`src/rtl/bps_pkg.sv`:
```
// shared types and constants for the box prefiltered bilinear scaler
// no dependencies; used by every module of the scaler except bps_div
package bps_pkg;

    // defaults for the top level parameters
    localparam int unsigned DEF_MAX_WIDTH  = 512;
    localparam int unsigned DEF_MAX_HEIGHT = 512;
    localparam int unsigned DEF_FRAC_BITS  = 8;

    // fixed field widths
    localparam int unsigned PIX_W      = 8;
    localparam int unsigned COORD_W    = 9;
    localparam int unsigned CFG_DATA_W = 10;
    localparam int unsigned CFG_IDX_W  = 3;
    localparam int unsigned CHAN_CFG_W = 3;

    // register reset values and the rgba channel code
    localparam logic [CFG_DATA_W-1:0] RST_SRC_WIDTH  = 10'd128;
    localparam logic [CFG_DATA_W-1:0] RST_SRC_HEIGHT = 10'd128;
    localparam logic [CFG_DATA_W-1:0] RST_DST_WIDTH  = 10'd512;
    localparam logic [CFG_DATA_W-1:0] RST_DST_HEIGHT = 10'd512;
    localparam logic [CHAN_CFG_W-1:0] RST_CHANNELS   = 3'd3;
    localparam logic [CHAN_CFG_W-1:0] CHAN_RGBA      = 3'd4;

    // register indexes
    typedef enum logic [CFG_IDX_W-1:0] {
        CFG_SRC_WIDTH  = 3'd0,
        CFG_SRC_HEIGHT = 3'd1,
        CFG_DST_WIDTH  = 3'd2,
        CFG_DST_HEIGHT = 3'd3,
        CFG_CHANNELS   = 3'd4
    } t_cfg_idx;

    // which quotient the shared divider works on
    typedef enum logic [2:0] {
        DIV_FX  = 3'd0,
        DIV_FY  = 3'd1,
        DIV_EW  = 3'd2,
        DIV_EH  = 3'd3,
        DIV_PX  = 3'd4,
        DIV_PY  = 3'd5,
        DIV_BOX = 3'd6
    } t_div_sel;

    // lerp sub-steps for one channel
    typedef enum logic [1:0] {
        LERP_TOP  = 2'd0,
        LERP_BOT  = 2'd1,
        LERP_VERT = 2'd2
    } t_lerp_step;

    // controller to datapath
    typedef struct packed {
        logic       accept;
        t_div_sel   dsel;
        logic       div_start;
        logic       div_load;
        logic [1:0] tap;
        logic [1:0] chan;
        logic       tap_set;
        logic       fetch;
        t_lerp_step lstep;
        logic       lerp;
        logic       out_load;
    } t_cmd;

    // datapath to controller
    typedef struct packed {
        logic is_read;
        logic oor;
        logic div_done;
        logic f_big;
        logic fetch_last;
        logic out_busy;
    } t_status;

    function automatic int unsigned max2(input int unsigned a, input int unsigned b);
        return (a > b) ? a : b;
    endfunction

endpackage

```
`src/rtl/bps_ctrl.sv`:
```
// controller state machine sequencing the scaler datapath
// depends on bps_pkg
module bps_ctrl
    import bps_pkg::*;
(
    input  logic    i_clk,
    input  logic    i_rst_n,
    input  logic    i_valid,
    output logic    o_ready,
    input  t_status i_status,
    output t_cmd    o_cmd
);
    typedef enum logic [8:0] {
        S_IDLE   = 9'b000000001,
        S_DSTART = 9'b000000010,
        S_DWAIT  = 9'b000000100,
        S_FCHK   = 9'b000001000,
        S_TAPSET = 9'b000010000,
        S_FETCH  = 9'b000100000,
        S_DRAIN  = 9'b001000000,
        S_LERP   = 9'b010000000,
        S_OUT    = 9'b100000000
    } t_state;

    t_state     r_state, n_state;
    t_div_sel   r_dsel, n_dsel;
    logic [1:0] r_tap, n_tap;
    logic [1:0] r_chan, n_chan;
    t_lerp_step r_step, n_step;

    // next state and commands
    always_comb begin
        n_state = r_state;
        n_dsel  = r_dsel;
        n_tap   = r_tap;
        n_chan  = r_chan;
        n_step  = r_step;
        o_ready = 1'b0;
        o_cmd           = '0;
        o_cmd.dsel      = r_dsel;
        o_cmd.tap       = r_tap;
        o_cmd.chan      = r_chan;
        o_cmd.lstep     = r_step;
        case (r_state)
            S_IDLE: begin
                o_ready = 1'b1;
                if (i_valid) begin
                    o_cmd.accept = 1'b1;
                    if (i_status.is_read) begin
                        if (i_status.oor) begin
                            n_state = S_OUT;
                        end else begin
                            n_dsel  = DIV_FX;
                            n_state = S_DSTART;
                        end
                    end
                end
            end
            S_DSTART: begin
                o_cmd.div_start = 1'b1;
                n_state = S_DWAIT;
            end
            S_DWAIT: begin
                if (i_status.div_done) begin
                    o_cmd.div_load = 1'b1;
                    case (r_dsel)
                        DIV_FX: begin
                            n_dsel  = DIV_FY;
                            n_state = S_DSTART;
                        end
                        DIV_FY: n_state = S_FCHK;
                        DIV_EW: begin
                            n_dsel  = DIV_EH;
                            n_state = S_DSTART;
                        end
                        DIV_EH: begin
                            n_dsel  = DIV_PX;
                            n_state = S_DSTART;
                        end
                        DIV_PX: begin
                            n_dsel  = DIV_PY;
                            n_state = S_DSTART;
                        end
                        DIV_PY: begin
                            n_tap   = 2'd0;
                            n_state = S_TAPSET;
                        end
                        DIV_BOX: begin
                            if (r_chan == 2'd3) begin
                                n_chan = 2'd0;
                                if (r_tap == 2'd3) begin
                                    n_step  = LERP_TOP;
                                    n_state = S_LERP;
                                end else begin
                                    n_tap   = r_tap + 2'd1;
                                    n_state = S_TAPSET;
                                end
                            end else begin
                                n_chan  = r_chan + 2'd1;
                                n_state = S_DSTART;
                            end
                        end
                        default: n_state = S_IDLE;
                    endcase
                end
            end
            S_FCHK: begin
                n_dsel  = i_status.f_big ? DIV_EW : DIV_PX;
                n_state = S_DSTART;
            end
            S_TAPSET: begin
                o_cmd.tap_set = 1'b1;
                n_state = S_FETCH;
            end
            S_FETCH: begin
                o_cmd.fetch = 1'b1;
                if (i_status.fetch_last)
                    n_state = S_DRAIN;
            end
            S_DRAIN: begin
                n_dsel  = DIV_BOX;
                n_chan  = 2'd0;
                n_state = S_DSTART;
            end
            S_LERP: begin
                o_cmd.lerp = 1'b1;
                case (r_step)
                    LERP_TOP: n_step = LERP_BOT;
                    LERP_BOT: n_step = LERP_VERT;
                    default: begin
                        n_step = LERP_TOP;
                        if (r_chan == 2'd3)
                            n_state = S_OUT;
                        else
                            n_chan = r_chan + 2'd1;
                    end
                endcase
            end
            S_OUT: begin
                if (!i_status.out_busy) begin
                    o_cmd.out_load = 1'b1;
                    n_state = S_IDLE;
                end
            end
            default: n_state = S_IDLE;
        endcase
    end

    // state registers
    always_ff @(posedge i_clk) begin
        if (!i_rst_n) begin
            r_state <= S_IDLE;
            r_dsel  <= DIV_FX;
            r_tap   <= 2'd0;
            r_chan  <= 2'd0;
            r_step  <= LERP_TOP;
        end else begin
            r_state <= n_state;
            r_dsel  <= n_dsel;
            r_tap   <= n_tap;
            r_chan  <= n_chan;
            r_step  <= n_step;
        end
    end

endmodule

```
`config.mk`:
```
export PLATFORM = sky130hd
export DESIGN_NAME = bps_ctrl
export DESIGN_NICKNAME = d
export VERILOG_FILES = /design/src/rtl/bps_pkg.sv /design/src/rtl/bps_ctrl.sv
export SDC_FILE = /design/constraint.sdc
export NUM_CORES = 1
export LEC_CHECK = 0
export ABC_AREA = 1
export BUFFER_PORTS_ARGS = -buffer_cell sky130_fd_sc_hd__clkbuf_2
export CORE_MARGIN = 8
export CORE_UTILIZATION = 35
export DETAILED_ROUTE_END_ITERATION = 8
export PLACE_DENSITY = 0.59
export SETUP_SLACK_MARGIN = 0.02
export SLEW_MARGIN = 20
export SYNTH_ARGS = -nofsm -noshare
export SYNTH_HDL_FRONTEND = slang
export SYNTH_SLANG_ARGS = --single-unit
export TNS_END_PERCENT = 50
```
`constraint.sdc`:
```
create_clock -name i_clk -period 3.35 [get_ports i_clk]
set_clock_uncertainty 0.05 [all_clocks]
set_input_delay 0.335 -clock i_clk [delete_from_list [all_inputs] [get_ports i_clk]]
set_output_delay 0.335 -clock i_clk [all_outputs]
set_load 0.005 [all_outputs]
```
Yosys cells after proc, flatten, opt, wreduce, memory -nomap -nowiden
Cells that the tools add are included.

storage, ports and cells
  bits in read-only memories = 0
  input port bits = 9
  memories kept = 0
  bits in writable memories = 0
  flip-flop bits (word level) = 18
  latch bits = 0

operators by class
  bitwise logic cells = 0
  $lt $le $gt $ge = 0
  muxes and demuxes = 45
  multipliers = 0
  add/sub/neg operators = 2
  equality and inequality tests = 33
  reductions and logical operators = 14
  divide/modulo/power cells = 0
  shift operators = 0

operator list
  operator              number
  $mux W9               9
  $pmux W9 S8           1
  $pmux W9 S4           1
  $ne A2 B2 Y1 const B  14
  $pmux W3 S4           2
  $mux W2               11
  $mux W3               5
  $reduce_and A5 Y1     3
  $pmux W2 S2           3
  $mux W1               11
  $eq A3 B3 Y1 const B  3
  $eq A9 B1 Y1 const B  1
  $eq A9 B2 Y1 const B  1
  $eq A9 B3 Y1 const B  1
  $eq A9 B4 Y1 const B  1
  $eq A9 B5 Y1 const B  1
  $eq A9 B6 Y1 const B  1
  $eq A9 B7 Y1 const B  1
  $eq A9 B8 Y1 const B  1
  $eq A9 B9 Y1 const B  1
  $mux W8               1
  $reduce_and A7 Y1     1
  $eq A3 B2 Y1 const B  2
  $pmux W2 S3           1
  other kinds (13)      17

Logic depth before layout (Yosys ltp)
Gate-level depths: netlist of run 1.

  depth in word-level cells = 6
  mapped depth = 12
  mapped depth without buffers = 12

Worst setup path after synthesis of run 1
OpenSTA, ideal clock, no wires.

  path kind = register -> register
  start = reg r_state[3]
  end = reg r_state[8]
  arrival = 1.227 ns
  buffers on the path = 0
  setup slack = 1.962 ns
  period minus slack after synthesis = 1.388 ns
  required time = 3.188 ns
  cell stages (with the launch flop) = 11
  path through = dfxtp_1 nor2_2 nand3_1 nor2_2 nand2_2 nand2_2 nor2_4 nand2_4 inv_4 nor2_1 nor2_1

on the way
  word-level cells in the longest chain between the ends = 3
  elaborated cells on any way between the ends = 19
  classes of those cells = 16 x eq/ne; 1 x mux; 2 x reduce/logical

RTL lines
  item                                                               RTL line         text
  from (decl)                                                        bps_ctrl.sv:25   t_state r_state, n_state;
  from (signal assigned)                                             bps_ctrl.sv:158  r_state <= n_state;
  $eq A9 B7 Y1 (tied with other cells)                               bps_ctrl.sv:44   case (r_state)
  $reduce_or A2 Y1 (no line) / $ne A2 B2 Y1 (equally long branches)  --
  $pmux W9 S8 / $reduce_and A7 Y1 (equally long branches)            --

Parallel ways exist; a longest one is shown, timed or not.
A chain may end at the register's enable or synchronous reset.

==> results of run 1 <==
## worst max-delay path: stages, from the launching register on
cell	delay (ns)
dfxtp_1	0.34
nor2_4	0.16
nand2_2	0.10
nor2_4	0.15
nand2_4	0.10
nor2_4	0.14
clkbuf_2	0.13
## layer usage
metal  vias up  global-route usage  share of wire
li1        738                   -              -
met1       561              0.1517           0.52
met2        22              0.1727           0.42
met3         2             0.02914          0.046
met4         0             0.04151         0.0077
met5         -                   0              0
## worst paths after layout
check | from | end | slack (ns) | cells after the start
setup / recovery | r_state[6]$_SDFFE_PN0P_ | o_cmd[10] | 1.58 | 6
hold / removal | i_status[3] | r_state[2]$_SDFFE_PN0P_ | 0.42 | 4
setup reg to reg | r_dsel[2]$_SDFFE_PN0P_ | r_step[1]$_SDFFE_PN0P_ | 1.73 | 9
hold reg to reg | r_tap[0]$_SDFFE_PN0P_ | r_tap[0]$_SDFFE_PN0P_ | 0.44 | 2
## sequential cells by signal, indices dropped and copies added (netlist names)
name / flops
r_state: 9
r_tap: 2
r_chan: 2
r_step: 2
r_dsel: 3
## logic make-up after synthesis
family	Yosys count	share of synthesized area
simple gates	139	0.4981
buf+inv	40	0.1176
compound gates	23	0.08986
flops	18	0.2753
fa+ha+maj	2	0.01912
## cells in the final DEF (no fill, tap or decap), types with 2 or more instances in the layout
cell type and instances:
nor2_1 52, nand2_1 43, inv_1 33, clkbuf_2 25, nand3_1 18, dfxtp_1 18
o21ai_0 9, a21oi_1 9, nor2_4 6, nand2_2 5, nor2_2 4, inv_2 4
nor3_1 4, o21ai_1 4, clkbuf_8 4, nand3_2 2, nand2_4 2, ha_1 2
## per-stage QoR
stage	utilization	setup slack [ns]
6_report	0.4249	1.582
4_1_cts	0.4249	1.560
2_1_floorplan	-	1.962
3_3_place_gp	0.4098	1.758
5_1_grt	0.4249	1.465
3_5_place_dp	0.4098	1.745
## final cells by class
cell class	count	area [sq um]
clock buffer	4	55.05
fill	430	2090
inverter	39	148.9
multi-input combinational	164	794.5
sequential	18	360.3
tap	48	60.06
timing repair buffer	25	125.1
## where the power goes
part           switching [mW]  leakage, nW  internal, mW
combinational           0.316        0.640         0.177
clock                  0.0754       0.0288         0.104
sequential             0.0503        0.146         0.249
total                   0.441        0.816         0.531
==> impl_metrics.tcl, run 1 <==
set metrics [dict create \
    status "finished, final reports clean" \
    die_h_um 77.15 \
    die-area_sq_um 5952 \
    worst_slew_pin_slew_ns 0.3366 \
    ys_seq_area_frac 0.2753 \
    first_pass_iters 4 \
    slew_headroom 0.7756 \
    path_class "reg2out" \
    crit_path_max_fanout 6 \
    viasPerCell 4.440 \
    synthFlopType "dfxtp_1" \
    drt_iter0_markers 61 \
    synth_cells 222 \
    start_kind "flip-flop" \
    p_leak_nw 0.8155 \
    antenna_found_initial 0 \
    syn_to_final_growth_pct 17.97 \
    ant_nets 0 \
    io_buffers 25 \
    clk_latency_ns 0.25 \
    totalWireLength_um 3247 \
    holdBufCountCts 0 \
    fin_crit_sh 0.5276 \
    grt_pass1_wl_um 5692 \
    crit_arrival_ns 1.38 \
    async_flop_share 0 \
    fin_cells 298 \
    clkSinkCount 18 \
    yosys-top-cells-count "52 x nor2_1, 43 x nand2_1, 33 x inv_1" \
    finalSetupTns_ns 0 \
    dp_cells 294 \
    period_minus_slack_ns 1.768 \
    grt_max_degree 17 \
    nets 262 \
    cts_resized 0 \
    clock_path_buffers 2 \
    synth_area_leaders "dfxtp_1 28%, nor2_1 15%, nand2_1 12%, inv_1 9.5%, nand3_1 6.9%" \
    post_drt_wl_per_cell_um 10.90 \
    htree_levels 1 \
    setup_viol 0 \
    crit_path_end_kind "primary output" \
    cts_buffers 3 \
    cts_tree "yes" \
    dp_hpwl_um 2648 \
    synth.net_count 233 \
    start_util 0.3602 \
    required_ns 2.96 \
    maxCapViolations 0 \
    vdd_drop_max_v 0.0002381 \
    dpl-instance-area_sq_um 1489 \
    design_area_sq_um 1544 \
    netlist_area_sq_um 1309 \
    remaining_drc_errors 0 \
    avgSynthCellArea_sq_um 5.895 \
    p_per_area_nw_per_um2 629.8 \
    max_freq_mhz 565.8 \
    grt_overflow 0 \
    yosysTopAreaCellShare 0.2753 \
    core_area_sq_um 3633 \
    grt_usage 0.1145 \
    min_path_type "in2reg" \
    ys_ff_latch 18 \
    synth_largest_area_cell "dfxtp_1" \
    synth_edf_count 0 \
    antenna_cells 0 \
    rsz0062_at_grt "false" \
    root_buffer "clkbuf_8" \
    cts_setup_buffers 0 \
    fin_hold_ws_ns 0.4245 \
    via_count 1323 \
    hold_viol 0 \
    grt_pass1_vias 1235 \
    ys_warn_count 0 \
    clk_pin_slew_ns 0.07 \
    gp_congestion 0.8494 \
    die_w_um 77.15 \
    synth_cell_types 23 \
    layout-drive-gt1-share 0.2120 \
    final_max_slew_viol_count 0 \
    io_pins 26 \
    yosysMostFrequentCell "nor2_1" \
    rows 22 \
    finalPower_mw 0.9725 \
]
Power figures use the tool's default switching activity.
==> inputs of run 2 (changes only) <==
- clock period: 3.35 -> 1.71 ns (I/O delays scaled with it)
==> run 2 against run 1 <==
Net effect: non-clock buffer count is 6 higher; sequential cell count stayed put; via count is 4.0% higher; worst hold slack worse by 0.17 ns; largest power group unchanged.
==> impl_metrics.tcl, run 2 (synthesis results as in run 1) <==
set metrics [dict create \
    layout-drive-gt1-share 0.2627 \
    clk_pin_slew_ns 0.07 \
    p_per_area_nw_per_um2 1215 \
    finalSetupTns_ns 0 \
    min_path_type "in2reg" \
    n_fill_cell 401 \
    holdPathStages 4 \
    rows 22 \
    maxCapViolations 0 \
    design_area_sq_um 1607 \
    multi_input_comb_area_sq_um 819.5 \
    hp-start "i_status[3]" \
    required_ns 1.49 \
    timing.rr.start "r_state[3]$_SDFFE_PN0P_" \
    fin_crit_sh 0.9230 \
    worst_slew_pin_slew_ns 0.3404 \
    cts_setup_buffers 0 \
    antenna_cells 0 \
    nets 268 \
    reg2reg_depth 10 \
    dp_cells 300 \
    holdBufCountCts 0 \
    top_register "r_state" \
    crit_arrival_ns 1.36 \
    grt_pass1_wl_um 5671 \
    clock_path_buffers 2 \
    root_buffer "clkbuf_8" \
    status "finished, final reports clean" \
    largest_register_ffs 9 \
    start_kind "flip-flop" \
    crit_path_end_kind "primary output" \
    totalWireLength_um 3363 \
    grt_max_degree 17 \
    final_util 0.4421 \
    die_w_um 77.15 \
    r2r-end "r_state[0]$_SDFFE_PN1P_" \
    final_common_cell "nor2_1" \
    crit_path_max_fanout 6 \
    drt_iter0_markers 55 \
    antenna_found_initial 0 \
    final_max_slew_viol_count 0 \
    post_drt_wl_per_cell_um 11.10 \
    period_minus_slack_ns 1.578 \
    remaining_drc_errors 0 \
    grt_usage 0.1128 \
    grt_pass1_vias 1266 \
    die_h_um 77.15 \
    clk_latency_ns 0.25 \
    max_freq_mhz 633.6 \
    htree_levels 1 \
    rrSetupSlack_ns 0.16 \
    die-area_sq_um 5952 \
    io_pins 26 \
    hold_viol 0 \
    cts_tree "yes" \
    dpl-instance-area_sq_um 1534 \
    core_area_sq_um 3633 \
    setup_viol 0 \
    vdd_drop_max_v 0.0003979 \
    clkSinkCount 18 \
    worstHoldEndpoint "r_state[2]$_SDFFE_PN0P_" \
    start_util 0.3602 \
    fin_cells 303 \
    dp_hpwl_um 2696 \
    io_buffers 25 \
    slew_headroom 0.7731 \
    seqCellArea_sq_um 366.6 \
    rsz0062_at_grt "true" \
    first_pass_iters 5 \
    grt_overflow 0 \
    p_leak_nw 0.8426 \
    path_class "reg2out" \
    viasPerCell 4.541 \
    ant_nets 0 \
    syn_to_final_growth_pct 22.75 \
    final_cell_mix "50 x nor2_1, 41 x nand2_1, 33 x inv_1" \
    finalPower_mw 1.952 \
    cts_buffers 3 \
    reg.largest.list "r_state x9, r_dsel x3" \
    gp_congestion 0.8236 \
    via_count 1376 \
]
-- run 2: cell count changes in the layout (fill, tap and decap cells not counted), sizes merged --
cell	previous run	this run
buf	0	7
clkbuf	29	27
-- run 2: worst max-delay path by stage --
stage | startpoint | cells after the start | endpoint
5_1_grt | r_state[6]$_SDFFE_PN0P_ | 6 | o_cmd[10]
3_5_place_dp | r_state[6]$_SDFFE_PN0P_ | 10 | r_state[0]$_SDFFE_PN1P_
6_report | r_state[6]$_SDFFE_PN0P_ | 6 | o_cmd[10]
4_1_cts | r_state[6]$_SDFFE_PN0P_ | 6 | o_cmd[10]
2_1_floorplan | r_state[3]$_SDFFE_PN0P_ | 10 | r_state[8]$_SDFFE_PN0P_
3_3_place_gp | r_state[3]$_SDFFE_PN0P_ | 10 | r_state[0]$_SDFFE_PN1P_
-- run 2: area by class of cell --
| type | count | share of cell area |
|---|---|---|
| clock buffer | 3 | 0.02570 |
| multi-input combinational | 164 | 0.5101 |
| sequential | 18 | 0.2282 |
| timing repair buffer | 31 | 0.1059 |
| tap | 48 | 0.03738 |
| inverter | 39 | 0.09268 |
-- run 2: what timing repair did --
action,4_1_cts,5_1_grt
setup endpoints to repair,0,11
endpoints found under the hold margin,0,0
resized for setup,0,13
-- run 2: critical path: stages, from the launching register on --
cell and delay [ns]:
dfxtp_2 0.34, nor2_4 0.15, nand2_2 0.10, nor2_4 0.15, nand2_4 0.10, nor2_4 0.13
buf_2 0.13
-- run 2: power by group --
group          switching [mW]  total, mW  internal [mW]  leakage [nW]
clock network           0.146      0.302          0.157        0.0216
logic                   0.687       1.08          0.391         0.673
registers              0.0775      0.571          0.493         0.148
-- run 2: per-layer routing --
metal | GRT usage | routed length (um) | up-vias
met5 | 0 | 0 | -
met4 | 0.03396 | 29 | 0
met3 | 0.03380 | 193 | 4
met2 | 0.1727 | 1451 | 37
met1 | 0.1468 | 1688 | 583
li1 | - | - | 752
-- run 2: per-stage QoR --
stage,setup WS (ns),hold slack [ns]
final,0.1317,0.2586
after global routing,0.01932,0.2915
after CTS,0.09360,0.2496
after detailed placement,0.1576,0.4352
after global placement,0.1135,0.4349
after floorplan,0.3216,0.2471
==> inputs of run 3 (changes only) <==
- CELL_PAD_IN_SITES_DETAIL_PLACEMENT: default -> 0
- CELL_PAD_IN_SITES_GLOBAL_PLACEMENT: default -> 1
- PLACE_DENSITY: 0.59 -> 0.79
==> run 3 against run 2 <==
Net effect: sequential power is 2% lower; register-to-register slack got worse by 0.07 ns; die area did not move; global-route usage up 0.28 points; worst hold slack better by 0.0030 ns; non-clock buffer count rose by 3; clock-buffer cell count up 1; cell area rose by 1.6%; sequential cell count is the same; critical path depth unchanged; via count is 0.87% higher; sequential share of layout area decreased by 0.67 points; critical path type unchanged; largest cell class unchanged; largest power group unchanged; highest routed layer unchanged.
==> impl_metrics.tcl, run 3 (synthesis results as in run 1) <==
set metrics [dict create \
    first_pass_iters 4 \
    wl_met3_um 200 \
    finalSetupTns_ns 0 \
    top_register "r_state" \
    n_fill_cell 414 \
    dp_cells 302 \
    worst-path-buf-inv 1 \
    slew_headroom 0.7792 \
    min_path_type "in2reg" \
    reg.largest.list "r_state x9, r_dsel x3" \
    remaining_drc_errors 0 \
    final_max_slew_viol_count 0 \
    slowest_stage "dfxtp_1" \
    vdd_drop_max_v 0.0004418 \
    layout-drive-gt1-share 0.2510 \
    htree_levels 1 \
    fin_crit_sh 0.9445 \
    p_per_area_nw_per_um2 1230 \
    crit_family "simple AND/OR/NAND/NOR gates" \
    swShare 0.4540 \
    max_freq_mhz 619.2 \
    nets 271 \
    wl_met1_um 1782 \
    die_h_um 77.15 \
    required_ns 1.49 \
    switchingPower_mw 0.9121 \
    cts_tree "yes" \
    wl_met2_um 1487 \
    io_buffers 25 \
    power_frac_seq 0.278 \
    core_area_sq_um 3633 \
    clkSinkCount 18 \
    post_drt_wl_per_cell_um 11.42 \
    holdBufCountCts 0 \
    final_cell_mix "51 x nor2_1, 42 x nand2_1, 33 x inv_1" \
    dp_hpwl_um 2829 \
    grt_overflow 0 \
    p_clk_frac 0.174 \
    p_leak_nw 0.8648 \
    totalWireLength_um 3507 \
    grt_pass1_vias 1292 \
    start_util 0.3602 \
    clk_pin_slew_ns 0.07 \
    clk_latency_ns 0.25 \
    grt_usage 0.1155 \
    max_stage_delay_ns 0.35 \
    rows 22 \
    period_minus_slack_ns 1.615 \
    crit_path_max_fanout 6 \
    syn_to_final_growth_pct 24.76 \
    crit_path_end_kind "primary output" \
    largest_register_ffs 9 \
    crit_arrival_ns 1.39 \
    hold_viol 0 \
    drt_iter0_markers 43 \
    antenna_cells 0 \
    gp_congestion 0.8000 \
    setup_viol 0 \
    die-area_sq_um 5952 \
    start_kind "flip-flop" \
    die_w_um 77.15 \
    fin_cells 307 \
    via_count 1388 \
    cts_buffers 3 \
    clock_path_buffers 2 \
    status "finished, final reports clean" \
    worst_slew_pin_slew_ns 0.3311 \
    highest_layer "met4" \
    final_common_cell "nor2_1" \
    rsz0062_at_grt "true" \
    ant_nets 0 \
    viasPerCell 4.521 \
    grt_pass1_wl_um 5740 \
    crit_top_cell "nor2_4" \
    root_buffer "clkbuf_8" \
    worstPathCellList "nor2_4 > nand2_2 > nor2_4 > nand2_4 > nor2_4 > clkbuf_2" \
    grt_max_degree 17 \
    path_class "reg2out" \
    p_comb_frac 0.548 \
    io_pins 26 \
    maxCapViolations 0 \
    internal_power_mw 1.097 \
    antenna_found_initial 0 \
]
[run 3: cell count changes in the layout (fill, tap and decap cells not counted), sizes merged]
cell    change
buf         +2
clkbuf      +2
[run 3: per-stage QoR]
stage               hold slack [ns]  setup WS, ns    util  power (mW)  instance area, sq um
floorplan                    0.2471        0.3216       -       1.334                  1309
global placement             0.4280        0.1304  0.4263       1.636                  1549
detailed placement           0.4312        0.1333  0.4263       1.635                  1549
CTS                          0.2610       0.08159  0.4415       1.997                  1604
global route                 0.3005     -0.003111  0.4494       2.200                  1633
finish                       0.2615       0.09498  0.4494       2.009                  1633
[run 3: tightest hold or removal path, stage by stage]
cell and delay [ns]:
clkbuf_2 0.07, inv_1 0.07, nand2_1 0.13, a21oi_1 0.07
[run 3: final cells by class]
type	instances	area, sq um	share of cell area
Timing Repair Buffer	34	192.7	0.1180
Tap cell	48	60.06	0.03678
Multi-Input combinational cell	164	814.5	0.4988
Clock buffer	4	55.05	0.03372
Inverter	39	148.9	0.09119
Sequential cell	18	361.6	0.2215
[run 3: layer usage]
| metal | up-vias | global-route usage |
|---|---|---|
| li1 | 759 | - |
| met1 | 593 | 0.1567 |
| met2 | 32 | 0.1685 |
| met3 | 4 | 0.03263 |
| met4 | 0 | 0.03962 |
| met5 | - | 0 |
[run 3: worst paths after layout]
kind,from,end,slack (ns),cells after the start
worst min-delay path,i_status[3],r_state[2]$_SDFFE_PN0P_,0.26,4
worst max register to register,r_state[6]$_SDFFE_PN0P_,r_dsel[0]$_SDFFE_PN0P_,0.09,9
worst max-delay path,r_state[6]$_SDFFE_PN0P_,o_cmd[10],0.09,6
worst min register to register,r_tap[0]$_SDFFE_PN0P_,r_tap[0]$_SDFFE_PN0P_,0.44,2
[run 3: repair_timing]
item / in CTS / in global routing
endpoints found under the setup margin: 0 / 16
gates resized for setup: 0 / 6
buffers inserted: 0 / 1
[run 3: power groups by stage]
stage,sequential [mW],clock [mW],combinational [mW]
2_1_floorplan,0.578,0,0.756
3_3_place_gp,0.566,0,1.07
3_5_place_dp,0.567,0,1.07
4_1_cts,0.558,0.364,1.07
5_1_grt,0.568,0.383,1.25
6_report,0.559,0.349,1.10
